===== src/bba_pkg.sv =====
// ----------------------------------------------------------------------------
// bba_pkg: shared types and constants of the bitmap block allocator
// Map geometry, command record passed from front to back, and the scan helper.
// ----------------------------------------------------------------------------
package bba_pkg;

    // map geometry
    localparam int MAX_BLOCKS  = 1024;
    localparam int MAX_REQUEST = 64;
    localparam int WORD_W      = 32;
    localparam int NUM_WORDS   = MAX_BLOCKS / WORD_W;
    localparam int BIT_W       = $clog2(WORD_W);
    localparam int WADDR_W     = $clog2(NUM_WORDS);

    // field widths
    localparam int BLK_W   = 10;
    localparam int CNT_W   = 7;
    localparam int LIMIT_W = 11;

    // command queue between front and back
    localparam int QDEPTH = 2;
    localparam int QPTR_W = $clog2(QDEPTH);
    localparam int QCNT_W = $clog2(QDEPTH + 1);

    localparam logic STATUS_OK   = 1'b0;
    localparam logic STATUS_FULL = 1'b1;

    typedef enum logic {
        OP_RESERVE = 1'b0,
        OP_RELEASE = 1'b1
    } t_op;

    typedef struct packed {
        t_op              op;
        logic [CNT_W-1:0] want;
        logic [BLK_W-1:0] blk;
        logic             eol;
    } t_cmd;

    typedef enum logic [2:0] {
        S_IDLE,
        S_REL_RD,
        S_ACK,
        S_RES_RD,
        S_SCAN,
        S_FULL
    } t_state;

    // lowest set bit of a word, zero when none is set
    function automatic logic [BIT_W-1:0] first_set(input logic [WORD_W-1:0] w);
        logic [BIT_W-1:0] idx;
        idx = '0;
        for (int i = WORD_W - 1; i >= 0; i--) begin
            if (w[i]) begin
                idx = BIT_W'(i);
            end
        end
        return idx;
    endfunction

endpackage


===== src/bba_if.sv =====
// ----------------------------------------------------------------------------
// bba_if: request and result channels of the bitmap block allocator
// Valid/ready channels; an item moves when valid and ready are both high.
// ----------------------------------------------------------------------------
interface bba_req_if;
    logic       valid;
    logic       ready;
    logic       opcode;
    logic [6:0] request_count;
    logic [9:0] block_number;
    logic       end_of_list;

    modport source (output valid, opcode, request_count, block_number, end_of_list,
                    input ready);
    modport sink   (input valid, opcode, request_count, block_number, end_of_list,
                    output ready);
endinterface

interface bba_rsp_if;
    logic       valid;
    logic       ready;
    logic [9:0] granted_block;
    logic       status;
    logic       last_result;

    modport source (output valid, granted_block, status, last_result, input ready);
    modport sink   (input valid, granted_block, status, last_result, output ready);
endinterface


===== src/bba_ram.sv =====
// ----------------------------------------------------------------------------
// bba_ram: generic single-write, single-read memory
// One write port and one read port, read data registered.
// ----------------------------------------------------------------------------
module bba_ram #(
    parameter int WIDTH = 32,
    parameter int DEPTH = 32
) (
    input  logic                     i_clk,
    input  logic                     i_wr_en,
    input  logic [$clog2(DEPTH)-1:0] i_wr_addr,
    input  logic [WIDTH-1:0]         i_wr_data,
    input  logic                     i_rd_en,
    input  logic [$clog2(DEPTH)-1:0] i_rd_addr,
    output logic [WIDTH-1:0]         o_rd_data
);

    logic [WIDTH-1:0] r_mem [DEPTH];
    logic [WIDTH-1:0] r_rd_data;

    // storage write and registered read
    always_ff @(posedge i_clk) begin
        if (i_wr_en) begin
            r_mem[i_wr_addr] <= i_wr_data;
        end
        if (i_rd_en) begin
            r_rd_data <= r_mem[i_rd_addr];
        end
    end

    assign o_rd_data = r_rd_data;

endmodule


===== src/bba_front.sv =====
// ----------------------------------------------------------------------------
// bba_front: request intake and command queue
// Takes request items, drops empty reserves, clamps the size, queues commands.
// ----------------------------------------------------------------------------
module bba_front
    import bba_pkg::*;
(
    input  logic          i_clk,
    input  logic          i_rst_n,
    bba_req_if.sink       i_req,
    output logic          o_cmd_valid,
    output t_cmd          o_cmd,
    input  logic          i_cmd_pop
);

    t_cmd              r_q [QDEPTH];
    logic [QPTR_W-1:0] r_wp, n_wp;
    logic [QPTR_W-1:0] r_rp, n_rp;
    logic [QCNT_W-1:0] r_cnt, n_cnt;

    t_cmd cmd;
    logic accept;
    logic push;
    logic pop;

    // classify the incoming item
    always_comb begin
        cmd.op   = t_op'(i_req.opcode);
        cmd.want = (i_req.request_count > CNT_W'(MAX_REQUEST)) ?
                   CNT_W'(MAX_REQUEST) : i_req.request_count;
        cmd.blk  = i_req.block_number;
        cmd.eol  = i_req.end_of_list;
    end

    assign i_req.ready = (r_cnt != QCNT_W'(QDEPTH));
    assign accept      = i_req.valid && i_req.ready;
    // a reserve for zero blocks does nothing at all
    assign push        = accept && !(cmd.op == OP_RESERVE && cmd.want == '0);
    assign pop         = i_cmd_pop && (r_cnt != '0);

    // queue pointers
    always_comb begin
        n_wp  = r_wp;
        n_rp  = r_rp;
        n_cnt = r_cnt;
        if (push) begin
            n_wp = (r_wp == QPTR_W'(QDEPTH - 1)) ? '0 : r_wp + 1'b1;
        end
        if (pop) begin
            n_rp = (r_rp == QPTR_W'(QDEPTH - 1)) ? '0 : r_rp + 1'b1;
        end
        case ({push, pop})
            2'b10:   n_cnt = r_cnt + 1'b1;
            2'b01:   n_cnt = r_cnt - 1'b1;
            default: n_cnt = r_cnt;
        endcase
    end

    always_ff @(posedge i_clk) begin
        if (!i_rst_n) begin
            r_wp  <= '0;
            r_rp  <= '0;
            r_cnt <= '0;
        end else begin
            r_wp  <= n_wp;
            r_rp  <= n_rp;
            r_cnt <= n_cnt;
        end
    end

    // queue storage
    always_ff @(posedge i_clk) begin
        if (push) begin
            r_q[r_wp] <= cmd;
        end
    end

    assign o_cmd_valid = (r_cnt != '0);
    assign o_cmd       = r_q[r_rp];

endmodule


===== src/bba_back.sv =====
// ----------------------------------------------------------------------------
// bba_back: map scan and release engine
// Holds the used map in word memory and produces result items one at a time.
// ----------------------------------------------------------------------------
module bba_back
    import bba_pkg::*;
(
    input  logic               i_clk,
    input  logic               i_rst_n,
    input  logic [LIMIT_W-1:0] i_limit,
    input  logic               i_cmd_valid,
    input  t_cmd               i_cmd,
    output logic               o_cmd_pop,
    bba_rsp_if.source          o_rsp
);

    t_state             r_state, n_state;
    t_cmd               r_cmd, n_cmd;
    logic [WADDR_W-1:0] r_w, n_w;
    logic [WORD_W-1:0]  r_word, n_word;
    logic [CNT_W-1:0]   r_found, n_found;
    logic [NUM_WORDS-1:0] r_row_vld;
    logic               r_rd_vld;

    logic               r_out_vld, n_out_vld;
    logic [BLK_W-1:0]   r_out_blk, n_out_blk;
    logic               r_out_status, n_out_status;
    logic               r_out_last, n_out_last;

    logic               wr_en;
    logic [WADDR_W-1:0] wr_addr;
    logic [WORD_W-1:0]  wr_data;
    logic               rd_en;
    logic [WADDR_W-1:0] rd_addr;
    logic [WORD_W-1:0]  rd_data;
    logic [WORD_W-1:0]  rd_word;

    logic               out_free;
    logic [WADDR_W:0]   lim_word;
    logic [BIT_W-1:0]   lim_bits;
    logic [WORD_W-1:0]  mask;
    logic [WORD_W-1:0]  cand;
    logic [BIT_W-1:0]   cand_idx;
    logic [WADDR_W:0]   nxt_w;
    logic               more;

    bba_ram #(
        .WIDTH (WORD_W),
        .DEPTH (NUM_WORDS)
    ) u_map (
        .i_clk     (i_clk),
        .i_wr_en   (wr_en),
        .i_wr_addr (wr_addr),
        .i_wr_data (wr_data),
        .i_rd_en   (rd_en),
        .i_rd_addr (rd_addr),
        .o_rd_data (rd_data)
    );

    // a row never written reads as all free
    assign rd_word  = r_rd_vld ? rd_data : '0;
    assign out_free = !r_out_vld || o_rsp.ready;

    // blocks at or above the limit count as used for the scan
    assign lim_word = i_limit[LIMIT_W-1:BIT_W];
    assign lim_bits = i_limit[BIT_W-1:0];
    always_comb begin
        if ({1'b0, r_w} < lim_word) begin
            mask = '1;
        end else if ({1'b0, r_w} == lim_word) begin
            mask = ~({WORD_W{1'b1}} << lim_bits);
        end else begin
            mask = '0;
        end
    end

    assign cand     = ~r_word & mask;
    assign cand_idx = first_set(cand);
    assign nxt_w    = {1'b0, r_w} + 1'b1;
    assign more     = ({nxt_w, {BIT_W{1'b0}}} < i_limit);

    // sequencer
    always_comb begin
        n_state      = r_state;
        n_cmd        = r_cmd;
        n_w          = r_w;
        n_word       = r_word;
        n_found      = r_found;
        n_out_vld    = r_out_vld && !o_rsp.ready;
        n_out_blk    = r_out_blk;
        n_out_status = r_out_status;
        n_out_last   = r_out_last;
        o_cmd_pop    = 1'b0;
        wr_en        = 1'b0;
        wr_addr      = r_w;
        wr_data      = r_word;
        rd_en        = 1'b0;
        rd_addr      = '0;
        unique case (r_state)
            S_IDLE: begin
                if (i_cmd_valid) begin
                    o_cmd_pop = 1'b1;
                    n_cmd     = i_cmd;
                    n_found   = '0;
                    n_w       = '0;
                    if (i_cmd.op == OP_RELEASE) begin
                        rd_en   = 1'b1;
                        rd_addr = i_cmd.blk[BLK_W-1:BIT_W];
                        n_state = S_REL_RD;
                    end else if (i_limit == '0) begin
                        n_state = S_FULL;
                    end else begin
                        rd_en   = 1'b1;
                        n_state = S_RES_RD;
                    end
                end
            end
            S_REL_RD: begin
                wr_en   = 1'b1;
                wr_addr = r_cmd.blk[BLK_W-1:BIT_W];
                wr_data = rd_word & ~(WORD_W'(1) << r_cmd.blk[BIT_W-1:0]);
                n_state = r_cmd.eol ? S_ACK : S_IDLE;
            end
            S_ACK: begin
                if (out_free) begin
                    n_out_vld    = 1'b1;
                    n_out_blk    = r_cmd.blk;
                    n_out_status = STATUS_OK;
                    n_out_last   = 1'b1;
                    n_state      = S_IDLE;
                end
            end
            S_RES_RD: begin
                n_word  = rd_word;
                n_state = S_SCAN;
            end
            S_SCAN: begin
                if (cand != '0) begin
                    if (out_free) begin
                        n_word       = r_word | (WORD_W'(1) << cand_idx);
                        wr_en        = 1'b1;
                        wr_data      = n_word;
                        n_found      = r_found + 1'b1;
                        n_out_vld    = 1'b1;
                        n_out_blk    = {r_w, cand_idx};
                        n_out_status = STATUS_OK;
                        n_out_last   = (n_found == r_cmd.want);
                        if (n_found == r_cmd.want) begin
                            n_state = S_IDLE;
                        end
                    end
                end else if (more) begin
                    n_w     = nxt_w[WADDR_W-1:0];
                    rd_en   = 1'b1;
                    rd_addr = nxt_w[WADDR_W-1:0];
                    n_state = S_RES_RD;
                end else begin
                    n_state = S_FULL;
                end
            end
            S_FULL: begin
                if (out_free) begin
                    n_out_vld    = 1'b1;
                    n_out_blk    = '0;
                    n_out_status = STATUS_FULL;
                    n_out_last   = 1'b1;
                    n_state      = S_IDLE;
                end
            end
            default: n_state = S_IDLE;
        endcase
        if (r_state == S_IDLE || r_state == S_SCAN) begin
            if (rd_en && r_state == S_IDLE && i_cmd.op != OP_RELEASE) begin
                rd_addr = '0;
            end
        end
    end

    // control registers
    always_ff @(posedge i_clk) begin
        if (!i_rst_n) begin
            r_state   <= S_IDLE;
            r_out_vld <= 1'b0;
            r_row_vld <= '0;
        end else begin
            r_state   <= n_state;
            r_out_vld <= n_out_vld;
            if (wr_en) begin
                r_row_vld[wr_addr] <= 1'b1;
            end
        end
    end

    // payload registers
    always_ff @(posedge i_clk) begin
        r_cmd        <= n_cmd;
        r_w          <= n_w;
        r_word       <= n_word;
        r_found      <= n_found;
        r_out_blk    <= n_out_blk;
        r_out_status <= n_out_status;
        r_out_last   <= n_out_last;
        if (rd_en) begin
            r_rd_vld <= r_row_vld[rd_addr];
        end
    end

    assign o_rsp.valid         = r_out_vld;
    assign o_rsp.granted_block = r_out_blk;
    assign o_rsp.status        = r_out_status;
    assign o_rsp.last_result   = r_out_last;

    // a full result always closes the item with block zero
    a_full_shape: assert property (@(posedge i_clk) disable iff (!i_rst_n)
        (r_out_vld && r_out_status == STATUS_FULL) |-> (r_out_last && r_out_blk == '0))
        else $error("full result with wrong shape");

    // the scan never grants more blocks than were asked for
    a_found_bound: assert property (@(posedge i_clk) disable iff (!i_rst_n)
        (r_state == S_SCAN) |-> (r_found < r_cmd.want))
        else $error("scan past requested count");

    // a word read is always followed by a scan of it
    a_read_then_scan: assert property (@(posedge i_clk) disable iff (!i_rst_n)
        (r_state == S_RES_RD) |=> (r_state == S_SCAN))
        else $error("word read not followed by scan");

    // a granted block lies below the limit
    a_grant_in_range: assert property (@(posedge i_clk) disable iff (!i_rst_n)
        (r_state == S_SCAN && cand != '0) |-> ({1'b0, r_w, cand_idx} < i_limit))
        else $error("grant beyond configured block count");

endmodule


===== src/bitmap_block_allocator.sv =====
// ----------------------------------------------------------------------------
// bitmap_block_allocator: first-fit swap block allocator over a used-bit map
// A release reads the map word that holds the block and writes it back with
// the bit cleared; the end of a release list then shows an acknowledgement.
// A reserve reads the map one 32-bit word at a time and grants one block per cycle while the result channel takes them.
// Throughput is set by the single scan engine: one item at a time.
// Reset (synchronous, active low) frees every block and sets the count to 1024.
// ----------------------------------------------------------------------------
module bitmap_block_allocator
    import bba_pkg::*;
(
    input  logic               i_clk,
    input  logic               i_rst_n,
    input  logic               i_cfg_we,
    input  logic [LIMIT_W-1:0] i_cfg_wdata,
    bba_req_if.sink            i_req,
    bba_rsp_if.source          o_rsp
);

    logic [LIMIT_W-1:0] r_swap_block_count;
    logic [LIMIT_W-1:0] limit;
    logic               cmd_valid;
    t_cmd               cmd;
    logic               cmd_pop;

    // configuration register
    always_ff @(posedge i_clk) begin
        if (!i_rst_n) begin
            r_swap_block_count <= LIMIT_W'(MAX_BLOCKS);
        end else if (i_cfg_we) begin
            r_swap_block_count <= i_cfg_wdata;
        end
    end

    // counts above the map size scan the whole map
    assign limit = (r_swap_block_count > LIMIT_W'(MAX_BLOCKS)) ?
                   LIMIT_W'(MAX_BLOCKS) : r_swap_block_count;

    bba_front u_front (
        .i_clk       (i_clk),
        .i_rst_n     (i_rst_n),
        .i_req       (i_req),
        .o_cmd_valid (cmd_valid),
        .o_cmd       (cmd),
        .i_cmd_pop   (cmd_pop)
    );

    bba_back u_back (
        .i_clk       (i_clk),
        .i_rst_n     (i_rst_n),
        .i_limit     (limit),
        .i_cmd_valid (cmd_valid),
        .i_cmd       (cmd),
        .o_cmd_pop   (cmd_pop),
        .o_rsp       (o_rsp)
    );

endmodule


===== src/flat_wrapper.sv =====
// flat-port wrapper written by rule: the top's interface ports become plain ports
module bitmap_block_allocator_flat import bba_pkg::*;
  (i_clk, i_rst_n, i_cfg_we, i_cfg_wdata, i_req_valid, i_req_opcode, i_req_request_count, i_req_block_number, i_req_end_of_list, i_req_ready, o_rsp_valid, o_rsp_granted_block, o_rsp_status, o_rsp_last_result, o_rsp_ready);
  bba_req_if i_req_i ();
  bba_rsp_if o_rsp_i ();
  input  logic i_clk;
  input  logic i_rst_n;
  input  logic i_cfg_we;
  input  logic [LIMIT_W-1:0] i_cfg_wdata;
  input wire logic [$bits(i_req_i.valid)-1:0] i_req_valid;
  input wire logic [$bits(i_req_i.opcode)-1:0] i_req_opcode;
  input wire logic [$bits(i_req_i.request_count)-1:0] i_req_request_count;
  input wire logic [$bits(i_req_i.block_number)-1:0] i_req_block_number;
  input wire logic [$bits(i_req_i.end_of_list)-1:0] i_req_end_of_list;
  output wire logic [$bits(i_req_i.ready)-1:0] i_req_ready;
  output wire logic [$bits(o_rsp_i.valid)-1:0] o_rsp_valid;
  output wire logic [$bits(o_rsp_i.granted_block)-1:0] o_rsp_granted_block;
  output wire logic [$bits(o_rsp_i.status)-1:0] o_rsp_status;
  output wire logic [$bits(o_rsp_i.last_result)-1:0] o_rsp_last_result;
  input wire logic [$bits(o_rsp_i.ready)-1:0] o_rsp_ready;
  assign i_req_i.valid = i_req_valid;
  assign i_req_i.opcode = i_req_opcode;
  assign i_req_i.request_count = i_req_request_count;
  assign i_req_i.block_number = i_req_block_number;
  assign i_req_i.end_of_list = i_req_end_of_list;
  assign i_req_ready = i_req_i.ready;
  assign o_rsp_valid = o_rsp_i.valid;
  assign o_rsp_granted_block = o_rsp_i.granted_block;
  assign o_rsp_status = o_rsp_i.status;
  assign o_rsp_last_result = o_rsp_i.last_result;
  assign o_rsp_i.ready = o_rsp_ready;
  bitmap_block_allocator u_core (.i_clk(i_clk), .i_rst_n(i_rst_n), .i_cfg_we(i_cfg_we), .i_cfg_wdata(i_cfg_wdata), .i_req(i_req_i), .o_rsp(o_rsp_i));
endmodule

===== config.mk =====
export PLATFORM = sky130hd
export DESIGN_NAME = bitmap_block_allocator_flat
export DESIGN_NICKNAME = d
export VERILOG_FILES = /design/src/bba_pkg.sv /design/src/bba_if.sv /design/src/bba_ram.sv /design/src/bba_front.sv /design/src/bba_back.sv /design/src/bitmap_block_allocator.sv /design/src/flat_wrapper.sv
export SDC_FILE = /design/constraint.sdc
export NUM_CORES = 1
export LEC_CHECK = 0
export BUFFER_PORTS_ARGS = -buffer_cell sky130_fd_sc_hd__buf_2
export CELL_PAD_IN_SITES_DETAIL_PLACEMENT = 1
export CELL_PAD_IN_SITES_GLOBAL_PLACEMENT = 1
export CORE_MARGIN = 2
export CORE_UTILIZATION = 50
export CTS_CLUSTER_SIZE = 8
export DETAILED_ROUTE_END_ITERATION = 7
export PLACE_DENSITY_LB_ADDON = 0.1
export REMOVE_ABC_BUFFERS = 1
export SYNTH_ARGS = -nofsm -noshare
export SYNTH_HDL_FRONTEND = slang
export SYNTH_SLANG_ARGS = --single-unit

===== constraint.sdc =====
create_clock -name i_clk -period 8.4 [get_ports i_clk]
set_input_delay 1.26 -clock i_clk [delete_from_list [all_inputs] [get_ports i_clk]]
set_output_delay 1.26 -clock i_clk [all_outputs]
set_load 0.02 [all_outputs]

# Yosys cells after proc, flatten, opt, wreduce, memory -nomap -nowiden
# Memories as Yosys holds them, arrays and structs flattened. A register that Yosys moved wholly into a read port is not among the register bits.
# Cells that the tools add are included.
[classes]
shift = 3
n_addsub = 6
n_eq_ne = 20
bitwise = 9
magnitude_cmp = 7
n_reduce_logical = 31
muxes = 106
[op_table]
columns = ["op", "n"]
rows = [
  ["5-bit two-way mux", 42],
  ["32-bit two-way mux", 5],
  ["32-bit one-hot mux with 2 select lines", 2],
  ["32-bit NOT", 3],
  ["32-bit AND", 2],
  ["32-bit bitwise OR", 2],
  ["1-bit by 5-bit left shift with 32-bit output (first input constant)", 2],
  ["10-bit two-way mux", 4],
  ["32-bit nonzero test", 1],
  ["32-bit by 5-bit left shift with 32-bit output (first input constant)", 1],
  ["10-bit one-hot mux with 3 select lines", 1],
  ["7-bit two-way mux", 4],
  ["1-bit two-way mux", 26],
  ["3-bit two-way mux", 8],
  ["5-bit one-hot mux with 2 select lines", 2],
  ["4-bit AND reduction", 4],
  ["3-bit one-hot mux with 5 select lines", 1],
  ["2-bit inequality test (second input constant)", 7],
  ["7-bit one-hot mux with 2 select lines", 1],
  ["5-bit by 6-bit < comparator with 1-bit output (second input constant)", 2],
  ["11-bit > comparator (second input constant)", 1],
  ["11-bit zero test", 1],
  ["11-bit < comparator", 1],
  ["11-bit two-way mux", 1],
  ["35 further kinds", 58],
]
[totals]
memories = 2
reg_bits = 126
ramBits = 1062
[mem_list]
columns = ["memory", "words", "width", "rd", "rd_ports_with_merged_regs", "write_ports", "line_no", "source"]
rows = [
  ["u_core.u_back.u_map.r_mem", 32, 32, 1, 1, 1, "bba_ram.sv:18", "logic [WIDTH-1:0] r_mem [DEPTH];"],
  ["u_core.u_front.r_q", 2, 19, 1, 1, 1, "bba_front.sv:16", "t_cmd r_q [QDEPTH];"],
]

# Depth between registers and ports, before layout
# Gate-level depths: netlist (run 1).
[logic_depth]
depth_word = 44
depth_mapped = 24
depth_no_buf = 16

# Modules after synthesis
# Synthesis (run 1) repeated with hierarchy kept, for this count alone.
[unflattened]
cells_unflattened = 3296
hier_area_um2 = 50628.6
[modules_own_cells]
columns = ["module", "cells_per_inst", "n_inst", "area_per_inst_um2", "seq_area_each_um2"]
rows = [
  ["bba_ram", 2260, 1, 40812.9, 31710.4],
  ["bba_back", 896, 1, 7641.1, 2972.9],
  ["bba_front", 93, 1, 1684.1, 1241.2],
  ["bitmap_block_allocator", 47, 1, 490.5, 220.2],
]

# Worst setup path before layout (run 1)
# No wires, ideal clock.
[synth_path]
kind = "register -> register"
startpoint = "register u_core.r_swap_block_count[10]"
endpoint = "memory u_core.u_back.u_map.r_mem[0][4], data pin"
setup_time_ns = 0.454
required_ns = 7.946
stages_incl_launch_ff = 23
n_path_buf = 7
setup_slack_ns = 2.811
t_arrival_ns = 5.135
synth_period_minus_slack_ns = 5.589
path_cell_list = "dfxtp_1 buf_2 buf_6 buf_6 clkinv_1 nand2_1 ha_1 a21o_1 a21oi_2 a21oi_4 buf_4 buf_2 a21o_1 a211o_1 a21oi_1 o41ai_1 a21oi_1 nor2b_1 clkbuf_1 nor2_1 or2_2 clkbuf_1 o21ai_0"
[synth_between]
elab_chain_cells = 44
[synth_rtl]
columns = ["element", "line_no", "source"]
rows = [
  ["start, declared", "bitmap_block_allocator.sv:20", "logic [LIMIT_W-1:0] r_swap_block_count;"],
  ["start signal, assigned", "bitmap_block_allocator.sv:29", "r_swap_block_count <= LIMIT_W'(MAX_BLOCKS);"],
  ["start signal, assigned", "bitmap_block_allocator.sv:31", "r_swap_block_count <= i_cfg_wdata;"],
  ["11-bit > comparator", "bitmap_block_allocator.sv:36", "assign limit = (r_swap_block_count > LIMIT_W'(MAX_BLOCKS)) ?"],
  ["11-bit two-way mux *", "bitmap_block_allocator.sv:36", ""],
  ["32-bit by 5-bit left shift with 32-bit output", "bba_back.sv:71", "mask = ~({WORD_W{1'b1}} << lim_bits);"],
  ["32-bit NOT", "bba_back.sv:71", ""],
  ["32-bit two-way mux", "bba_back.sv:70", "end else if ({1'b0, r_w} == lim_word) begin"],
  ["32-bit two-way mux *", "bba_back.sv:68", "if ({1'b0, r_w} < lim_word) begin"],
  ["32-bit AND *", "bba_back.sv:77", "assign cand = ~r_word & mask;"],
  ["5-bit two-way mux (32 in a row)", "bba_pkg.sv:54", "if (w[i]) begin"],
  ["1-bit by 5-bit left shift with 32-bit output", "bba_back.sv:140", "n_word = r_word | (WORD_W'(1) << cand_idx);"],
  ["32-bit bitwise OR", "bba_back.sv:140", ""],
  ["32-bit two-way mux", "--", ""],
  ["32-bit two-way mux *", "--", ""],
  ["32-bit one-hot mux with 2 select lines *", "bba_back.sv:99", "unique case (r_state)"],
  ["via u_core.u_back.u_map.i_wr_data[4]", "bba_ram.sv:12", "input logic [WIDTH-1:0] i_wr_data,"],
  ["end, declared", "bba_ram.sv:18", ""],
]
# Mark *: on every way through the listed nets, which the timed path passes. The rest lies on a longest branch.

# Worst setup path in the final report (run 1)
[layout_path]
startpoint = "register u_core.r_swap_block_count[10]"
endpoint = "register u_core.u_back.u_map.r_rd_data[28] (netlist: u_core.u_back.u_map.o_rd_data[28]) (read register of u_core.u_back.u_map.r_mem), data pin"
[layout_between]
elab_chain_cells = 14
[layout_rtl]
columns = ["element", "line_no", "source"]
rows = [
  ["11-bit > comparator", "bitmap_block_allocator.sv:36", ""],
  ["11-bit two-way mux *", "bitmap_block_allocator.sv:36", ""],
  ["32-bit by 5-bit left shift with 32-bit output", "bba_back.sv:71", ""],
  ["32-bit NOT", "bba_back.sv:71", ""],
  ["32-bit two-way mux", "bba_back.sv:70", ""],
  ["32-bit two-way mux", "bba_back.sv:68", ""],
  ["32-bit AND", "bba_back.sv:77", ""],
  ["32-bit nonzero test", "bba_back.sv:138", "if (cand != '0) begin"],
  ["1-bit two-way mux", "bba_back.sv:138", ""],
  ["1-bit one-hot mux with 2 select lines", "bba_back.sv:99", ""],
  ["1-bit logical AND (2 in a row)", "bba_back.sv:173", "if (rd_en && r_state == S_IDLE && i_cmd.op != OP_RELEASE) begin"],
  ["5-bit two-way mux", "bba_back.sv:173", ""],
  ["5-bit two-way mux", "bba_back.sv:172", "if (r_state == S_IDLE || r_state == S_SCAN) begin"],
  ["end, declared", "bba_ram.sv:19", "logic [WIDTH-1:0] r_rd_data;"],
]
# Mark *: on every way between the ends. The rest lies on a longest branch, timed or not.
# A chain may end at the register's enable or synchronous reset.

==> metrics, run 1 <==
result of the run finished, final reports clean; Critical Path AT ~7.3 ns; Initial Util between 50% and 60%; weighted congestion reported at the end of routability-driven placement ~0.9; pwr dens between 300 and 400 nW/um^2; number of antenna violations at the first check in global routing 3; ordered list of cells on the worst path buf_4 > clkinv_1 > nand2_1 > ha_1 > and3_4 > o21ai_2 > a21oi_4 > a21oi_1 > nor2_2 > and4b_1 > nand4_4 > nand2_4 > buf_4 > nand2_1 > a22oi_1 > o2111ai_1 > nor4_1; Final Routed Wirelength approximately 170 mm; endpoint type of the worst setup path flop; final number of setup-violating endpoints 0; critical hold path startpoint u_core.u_back.r_row_vld[22]; netlist area before placement approximately 51000 um^2; aggregate global routing overflow 0; Filler cells 9519; Final HPWL DP around 100 mm; slowest stage cell on the critical path sky130_fd_sc_hd__buf_4; static leakage 19.49 nW; number of levels in the clock H-tree 4; number of buffers inserted by post-CTS setup repair 0; total global-route track usage around 34%; maximum fanout along the worst path between 70 and 80; sequential area share after synthesis 71.18%; destination of the worst hold path u_core.u_back.r_row_vld[22]; vias in the first global route between 30000 and 40000; clock network latency to the later pin of the worst-skew pair approximately 0.8 ns; post-synthesis instance total approximately 3700; worst setup timing slack at the placement stage roughly 1.8 ns; clock input transition at the sequential cells of the worst setup and hold paths around 0.050 ns; number of violations reported at the end of detailed-routing iteration 0 about 4000; headroom to the max-slew limit a little under 7%; number of buffers added on ports 48; cell types with the largest area share after synthesis sky130_fd_sc_hd__edfxtp_1 69%, sky130_fd_sc_hd__nand2_1 4.8%, sky130_fd_sc_hd__mux2i_1 3.0%; die area ~100000 um^2; flop and latch count out of synthesis ~1200; most numerous cell types in the synthesized netlist 1169 x sky130_fd_sc_hd__edfxtp_1, 654 x sky130_fd_sc_hd__nand2_1, 181 x sky130_fd_sc_hd__nand3_1; top_reg_cell synth sky130_fd_sc_hd__edfxtp_1; Die Span Y about 320 um; number of nets in the layout 3834; sum of buffers and inverters on the critical path 3; Reg-to-Reg End u_core.u_back.u_map.o_rd_data[28]; minimum setup slack among reg-to-reg paths 1.66 ns; Worst Reg-to-Reg Cells 17; Resized Gates After CTS 0; TritonCTS Buffers 171; f_max between 100 and 150 MHz; first-pass iteration count of the detailed router 6; Boundary Pins 49; Setup CP Type flop to flop; TritonCTS Sinks around 1200; Synth Area per Inst between 10 and 15 um^2; first-pass GRT wire length between 200 and 250 mm; post-synth cell types slightly above 90; final hold violations 0; Yosys warning total 0; maximum vdd ir drop 199.6 uV; Routed wire per std cell ~33 um; fraction of final layout cells sized beyond drive strength 1 a little over an eighth; startpoint types flop; fraction of synthesis flops using an asynchronous set or reset pin 0%; number of max-slew violations in the final report 0; most frequent cell after synthesis sky130_fd_sc_hd__edfxtp_1; Critical R2R Launch u_core.r_swap_block_count[10]; horizontal die dimension ~320 um; slowest stage delay, CP between 0.8 and 0.9 ns; kind of cell adding the most delay to the critical path simple AND/OR/NAND/NOR gates; Core Region about 100000 um^2; Final Cycle Share between 80% and 90%; ratio of routed vias to standard cells about 6.7; hold path cells 1; DRC violation count after routing 0; path category of the worst min-delay check flop to flop; count of standard-cell rows 116; Post-synth EDFFs about 1200; reported max-cap violation count 0; clock tree from TritonCTS done; Final Power between 0.015 and 0.02 W; maximum number of pins on one net before global-route repair around 130; total number of vias between 30000 and 40000; clock root buffer sky130_fd_sc_hd__clkbuf_16; share of the synthesized area in the top cell type between 60 and 70%; cell taking the most area after synthesis sky130_fd_sc_hd__edfxtp_1; setup repair after global routing missed its margin false; DRT antenna net count 0; Hold Buf Count CTS 0; worst clock skew on the final layout about 0.049 ns; layout overhead on the synthesized area 13.68%; Required @ worst endpoint 8.98 ns; transition time of the tightest slew-check pin 1.396 ns; slack of the critical path 1.664 ns; final design utilization 57.48%; crit path time final ~6.7 ns; Clock Path Buffers 3
[cells in the final DEF, fill, tap and decap left out, types with 37 or more instances in the layout]
master	Yosys	layout
sky130_fd_sc_hd__edfxtp_1	1169	1169
sky130_fd_sc_hd__nand2_1	654	649
sky130_fd_sc_hd__nand3_1	181	181
sky130_fd_sc_hd__clkbuf_16	0	172
sky130_fd_sc_hd__mux2i_1	150	150
sky130_fd_sc_hd__a21oi_1	134	128
sky130_fd_sc_hd__buf_4	22	101
sky130_fd_sc_hd__a31oi_1	94	94
sky130_fd_sc_hd__nor2_1	128	88
sky130_fd_sc_hd__a32oi_1	88	88
sky130_fd_sc_hd__nor3_1	65	60
sky130_fd_sc_hd__a221oi_1	54	54
sky130_fd_sc_hd__a22oi_1	54	54
sky130_fd_sc_hd__dfxtp_1	52	52
sky130_fd_sc_hd__o21ai_0	66	50
sky130_fd_sc_hd__buf_2	77	48
sky130_fd_sc_hd__nor2b_1	47	47
sky130_fd_sc_hd__clkbuf_1	130	43
sky130_fd_sc_hd__o22ai_1	42	42
sky130_fd_sc_hd__nor2_4	3	41
sky130_fd_sc_hd__and2_1	38	38
sky130_fd_sc_hd__nand4_1	37	37
[flip-flops by register name, summed over array words and instances (netlist names), 3 cells and up, named ones only]
name / count
u_core.u_back.u_map.o_rd_data: 32
u_core.u_back.r_word: 32
u_core.u_front.r_q: 38
u_core.u_back.r_row_vld: 32
u_core.u_back.r_state: 3
u_core.u_back.o_rsp.granted_block: 10
u_core.u_back.r_found: 7
u_core.u_back.r_cmd: 18
u_core.u_back.u_map.r_mem: 1024
u_core.r_swap_block_count: 11
u_core.u_back.r_w: 5
[metal layers]
layer  GRT usage [%]  vias to the layer above  wire length (um)
li1                -                    14410                 -
met1           44.92                    18000             69540
met2           52.79                     1868             81060
met3           7.271                      393             15790
met4           15.29                        4              7610
met5               0                        -                30
[report_power, final]
| group | internal [W] | switching (W) | total (W) |
|---|---|---|---|
| Sequential | 0.00802 | 0.000467 | 0.00849 |
| Combinational | 0.00123 | 0.00355 | 0.00478 |
| Clock | 0.00369 | 0.00256 | 0.00625 |
| Total | 0.0129 | 0.00658 | 0.0195 |
[metrics by stage]
step	cell area [um^2]	TNS [ns]	cells	hold slack (ns)
5_1_grt	57720	0	5200	0.4761
2_1_floorplan	49530	-354.49	3449	0.4400
3_5_place_dp	52990	0	4969	0.4527
3_3_place_gp	52990	0	4969	0.4457
4_1_cts	57720	0	5200	0.4640
6_report	57730	0	5202	0.4673
[cells by family after synthesis]
kind of cell    after synthesis  synth area share [%]
xor+xnor                     18                0.3105
compound gates              736                 10.67
simple gates               1270                 11.47
fa+ha+maj                    14                0.3450
buf+inv                     276                 2.585
flops                      1221                 71.18
mux                         172                 3.445
[worst max path at each step]
stage,to,slack [ns],start,depth (start not counted)
after floorplan,u_core.u_back.u_map.o_rd_data[11],-11.07,u_core.r_swap_block_count[10],15
after global placement,u_core.u_back.u_map.o_rd_data[14],2.04,u_core.r_swap_block_count[10],19
after detailed placement,u_core.u_back.u_map.o_rd_data[14],1.81,u_core.r_swap_block_count[10],18
after CTS,u_core.u_back.u_map.o_rd_data[18],1.80,u_core.r_swap_block_count[10],17
after global routing,u_core.u_back.u_map.o_rd_data[28],1.32,u_core.r_swap_block_count[10],17
final,u_core.u_back.u_map.o_rd_data[28],1.66,u_core.r_swap_block_count[10],17
[area by class of cell]
cell class	count	area [um^2]	area share (%)
clock buffers	215	4466	7.736
inverters	18	67.56	0.1170
repair buffers	163	1279	2.215
multi-input cells	2210	13800	23.91
clock inverters	16	266.5	0.4617
flip-flops and latches	1221	36140	62.61
well taps	1357	1698	2.941
diodes	2	5.005	0.008670
Power figures use the tool's default switching activity.
==> run 2: changes to the inputs <==
--- a/config.mk
+++ b/config.mk
@@ -5,6 +5,7 @@
 export SDC_FILE = /design/constraint.sdc
 export NUM_CORES = 1
 export LEC_CHECK = 0
+export ABC_AREA = 1
 export BUFFER_PORTS_ARGS = -buffer_cell sky130_fd_sc_hd__buf_2
 export CELL_PAD_IN_SITES_DETAIL_PLACEMENT = 1
 export CELL_PAD_IN_SITES_GLOBAL_PLACEMENT = 1
==> constraint.sdc (replaced) <==
create_clock -name i_clk -period 6.6 [get_ports i_clk]
set_input_delay 0.99 -clock i_clk [delete_from_list [all_inputs] [get_ports i_clk]]
set_output_delay 0.99 -clock i_clk [all_outputs]
set_load 0.02 [all_outputs]
==> run 2 against run 1 <==
Clock skew shrank 0.017 ns; setup slack lost 0.97 ns; fmax grew 14%; utilization grew 0.32 points; final cell count grew 5.4%; register-to-register slack lost 0.97 ns; design area grew 0.26%; count of clock-buffer cells in the layout grew 12; power grew 24%; combinational power grew 23%; sequential share of layout area shrank 0.16 points; critical path type unchanged.
==> metrics, run 2 <==
sequential area share after synthesis 71.43% (+0.25 points); horizontal die dimension 322.1 um (-0.17%); fraction of synthesis flops using an asynchronous set or reset pin 0% (unchanged); largest reg by FF count u_core.u_back.u_map.r_mem; number of nets in the layout 4171 (+8.8%); share of the synthesized area in the top cell type 69.38% (+0.24 points); first-pass iteration count of the detailed router 5 (-1); startpoint types flop; clock network latency to the later pin of the worst-skew pair 0.77 ns (-0.03 ns); Post-synth EDFFs 1169 (unchanged); cell types with the largest area share after synthesis sky130_fd_sc_hd__edfxtp_1 69%, sky130_fd_sc_hd__nor2_1 4.8%, sky130_fd_sc_hd__nand2_1 3.9%; Final HPWL DP 95.07 mm (-6.1%); final design area excluding fillers 57880 um^2 (+0.26%); Die Span Y 322.1 um (-0.17%); Yosys warning total 0 (unchanged); met3 track utilization from global routing 5.760% (-1.5 points); clock root buffer sky130_fd_sc_hd__clkbuf_16; f_max 169.3 MHz (+14%); most numerous cell types in the synthesized netlist 1169 x sky130_fd_sc_hd__edfxtp_1, 645 x sky130_fd_sc_hd__nor2_1, 531 x sky130_fd_sc_hd__nand2_1; maximum vdd ir drop 286.3 uV (+43%); CP most frequent cell sky130_fd_sc_hd__nand2_1; max FFs per register 1024 (unchanged); Hold Buf Count CTS 0 (unchanged); Boundary Pins 49 (unchanged); Worst Hold Margin 0.4168 ns (-0.05051 ns); hold path cells 1 (unchanged); Fin Setup TNS 0 ns (unchanged); Clock Path Buffers 3 (unchanged); total number of vias 34990 (+0.91%); number of violations reported at the end of detailed-routing iteration 0 4042 (+0.80%); endpoint type of the worst setup path flop; Setup CP Type flop to flop; transition time of the tightest slew-check pin 1.128 ns (-0.2677 ns); TritonCTS Buffers 171 (unchanged); Initial Util 50.53% (about the same); top_reg_cell synth sky130_fd_sc_hd__edfxtp_1; Critical Path AT 6.30 ns (-1.01 ns); grt met2 use 50.09% (-2.7 points); post-synth cell types 57 (-38%); leading registers by flop count u_core.u_back.u_map.r_mem (1024), u_core.u_front.r_q (38); first-pass GRT wire length 239.0 mm (-4.3%); number of antenna violations at the first check in global routing 5 (+2); Final Cycle Share 89.51% (+9.3 points); DRC violation count after routing 0 (unchanged); netlist area before placement 50600 um^2 (-0.35%); post-synthesis instance total 4009 (+8.1%); vias in the first global route 35550 (-0.76%); final number of setup-violating endpoints 0 (unchanged); layout overhead on the synthesized area 14.38%; Synth Area per Inst 12.62 um^2 (-7.9%); Worst Reg-to-Reg Cells 45 (+28); fraction of final layout cells sized beyond drive strength 1 11.69% (-1.6 points); weighted congestion reported at the end of routability-driven placement 0.9457 (+5.7%); crit path time final 5.908 ns (-0.8281 ns); maximum number of pins on one net before global-route repair 166 (+24%); worst clock skew on the final layout 0.03199 ns (-0.01697 ns); number of buffers inserted by post-CTS setup repair 0 (unchanged); instance area at placement 53070 um^2 (+0.16%); Filler cells 9775 (+2.7%); DRT antenna net count 0 (unchanged); Final Routed Wirelength 163.8 mm (-5.9%); ratio of routed vias to standard cells 6.383 (-4.2%); final hold violations 0 (unchanged); flop and latch count out of synthesis 1221 (unchanged); total global-route track usage 31.70% (-1.9 points); pwr dens 418.7 nW/um^2 (+24%); Required @ worst endpoint 6.99 ns (-1.99 ns); clock tree from TritonCTS done; cell taking the most area after synthesis sky130_fd_sc_hd__edfxtp_1; clock input transition at the sequential cells of the worst setup and hold paths 0.05 ns (about the same); reported max-cap violation count 0 (unchanged); number of max-slew violations in the final report 0 (unchanged); most frequent cells in the layout 1169 x sky130_fd_sc_hd__edfxtp_1, 609 x sky130_fd_sc_hd__nor2_1, 531 x sky130_fd_sc_hd__nand2_1; slowest stage delay, CP 0.81 ns (-0.06 ns); Core Region 100100 um^2 (-0.29%); met1 usage in global routing 44.19% (-0.73 points); headroom to the max-slew limit 24.53% (+18 points); Resized Gates After CTS 0 (unchanged); final design utilization 57.79% (+0.32 points); slowest stage cell on the critical path sky130_fd_sc_hd__nand2_1; most common cell after layout, fill and taps aside sky130_fd_sc_hd__edfxtp_1; count of standard-cell rows 116 (unchanged); grt peak-use layer met2; TritonCTS Sinks 1221 (unchanged); Routed wire per std cell 29.88 um (-11%); number of levels in the clock H-tree 4 (unchanged); static leakage 19.88 nW (+2.0%); number of buffers added on ports 48 (unchanged); setup repair after global routing missed its margin false; die area 103800 um^2 (-0.35%); aggregate global routing overflow 0 (unchanged); path category of the worst min-delay check primary input to flop; maximum fanout along the worst path 32 (-57%); most frequent cell after synthesis sky130_fd_sc_hd__edfxtp_1; result of the run finished, final reports clean
==> run 2: changes by cell type after synthesis, sizes merged, moves of 91 or more <==
cell	previous run	this run
o311ai	2	157
o211ai	5	112
nand2	655	538
inv	17	135
mux2i	150	1
nor2	132	653
o21bai	9	137
o21ai	70	237
nand3	181	90
==> run 2: report_power, final <==
group	internal [W]	total, W	switching [W]
sequential	0.00998	0.0104	0.000374
combinational	0.00151	0.00586	0.00435
clock	0.00491	0.00802	0.00311
total	0.0164	0.0242	0.00783
==> run 2: metal layers <==
layer | vias up | wire length [um]
met5 | - | 12
met4 | 2 | 5444
met3 | 306 | 12290
met2 | 1479 | 76310
met1 | 18070 | 69770
li1 | 15140 | -
==> run 2: critical path: cells and delay by family (launching register included) <==
kind	cells	cell delay, ns
buffers and inverters	2	0.14
AND/OR/NAND/NOR	40	4.28
adder cells (fa/ha/maj)	1	0.34
AO/OA/AOI/OAI	2	0.43
flip-flops	1	0.33
==> run 2: worst paths after layout <==
path / startpoint / to / slack, ns
setup / recovery: u_core.r_swap_block_count[1] / u_core.u_back.u_map.r_mem[12][28] / 0.69
hold / removal: i_req_block_number[1] / u_core.u_front.r_q[1][2] / 0.42
setup reg to reg: u_core.r_swap_block_count[1] / u_core.u_back.u_map.r_mem[12][28] / 0.69
hold reg to reg: u_core.u_front.r_rp / u_core.u_front.r_rp / 0.46
==> run 2: cell families (layout without fill, tap and decap cells) <==
kind of cell | count (synthesis) | count (layout) | share of synthesized area [%]
other cells | 0 | 1 | 0
fa+ha+maj | 14 | 14 | 0.3462
xor+xnor | 15 | 15 | 0.2596
compound gates | 935 | 935 | 12.71
flops | 1221 | 1221 | 71.43
mux | 17 | 17 | 0.3759
simple gates | 1403 | 1403 | 11.33
buf+inv | 404 | 578 | 3.541
==> run 2: through the flow <==
| step | cells | total power (W) | worst slack [ns] |
|---|---|---|---|
| after global placement | 5247 | 0.01607 | 0.9212 |
| after detailed placement | 5247 | 0.01624 | 0.8480 |
| after CTS | 5481 | 0.02426 | 0.8140 |
| final | 5482 | 0.02423 | 0.6922 |
| after global routing | 5482 | 0.02515 | 0.08428 |
| after floorplan | 3744 | 0.01382 | -3.920 |
==> run 2: area by class of cell <==
class	instances	area, um^2	share of cell area, %
Sequential cell	1221	36140	62.45
Multi-Input combinational cell	2384	12960	22.40
Clock buffer	227	4702	8.124
Timing Repair Buffer	205	1782	3.078
Tap cell	1298	1624	2.806
Inverter	139	554.3	0.9577
Clock inverter	7	103.9	0.1794
Antenna cell	1	2.502	0.004324
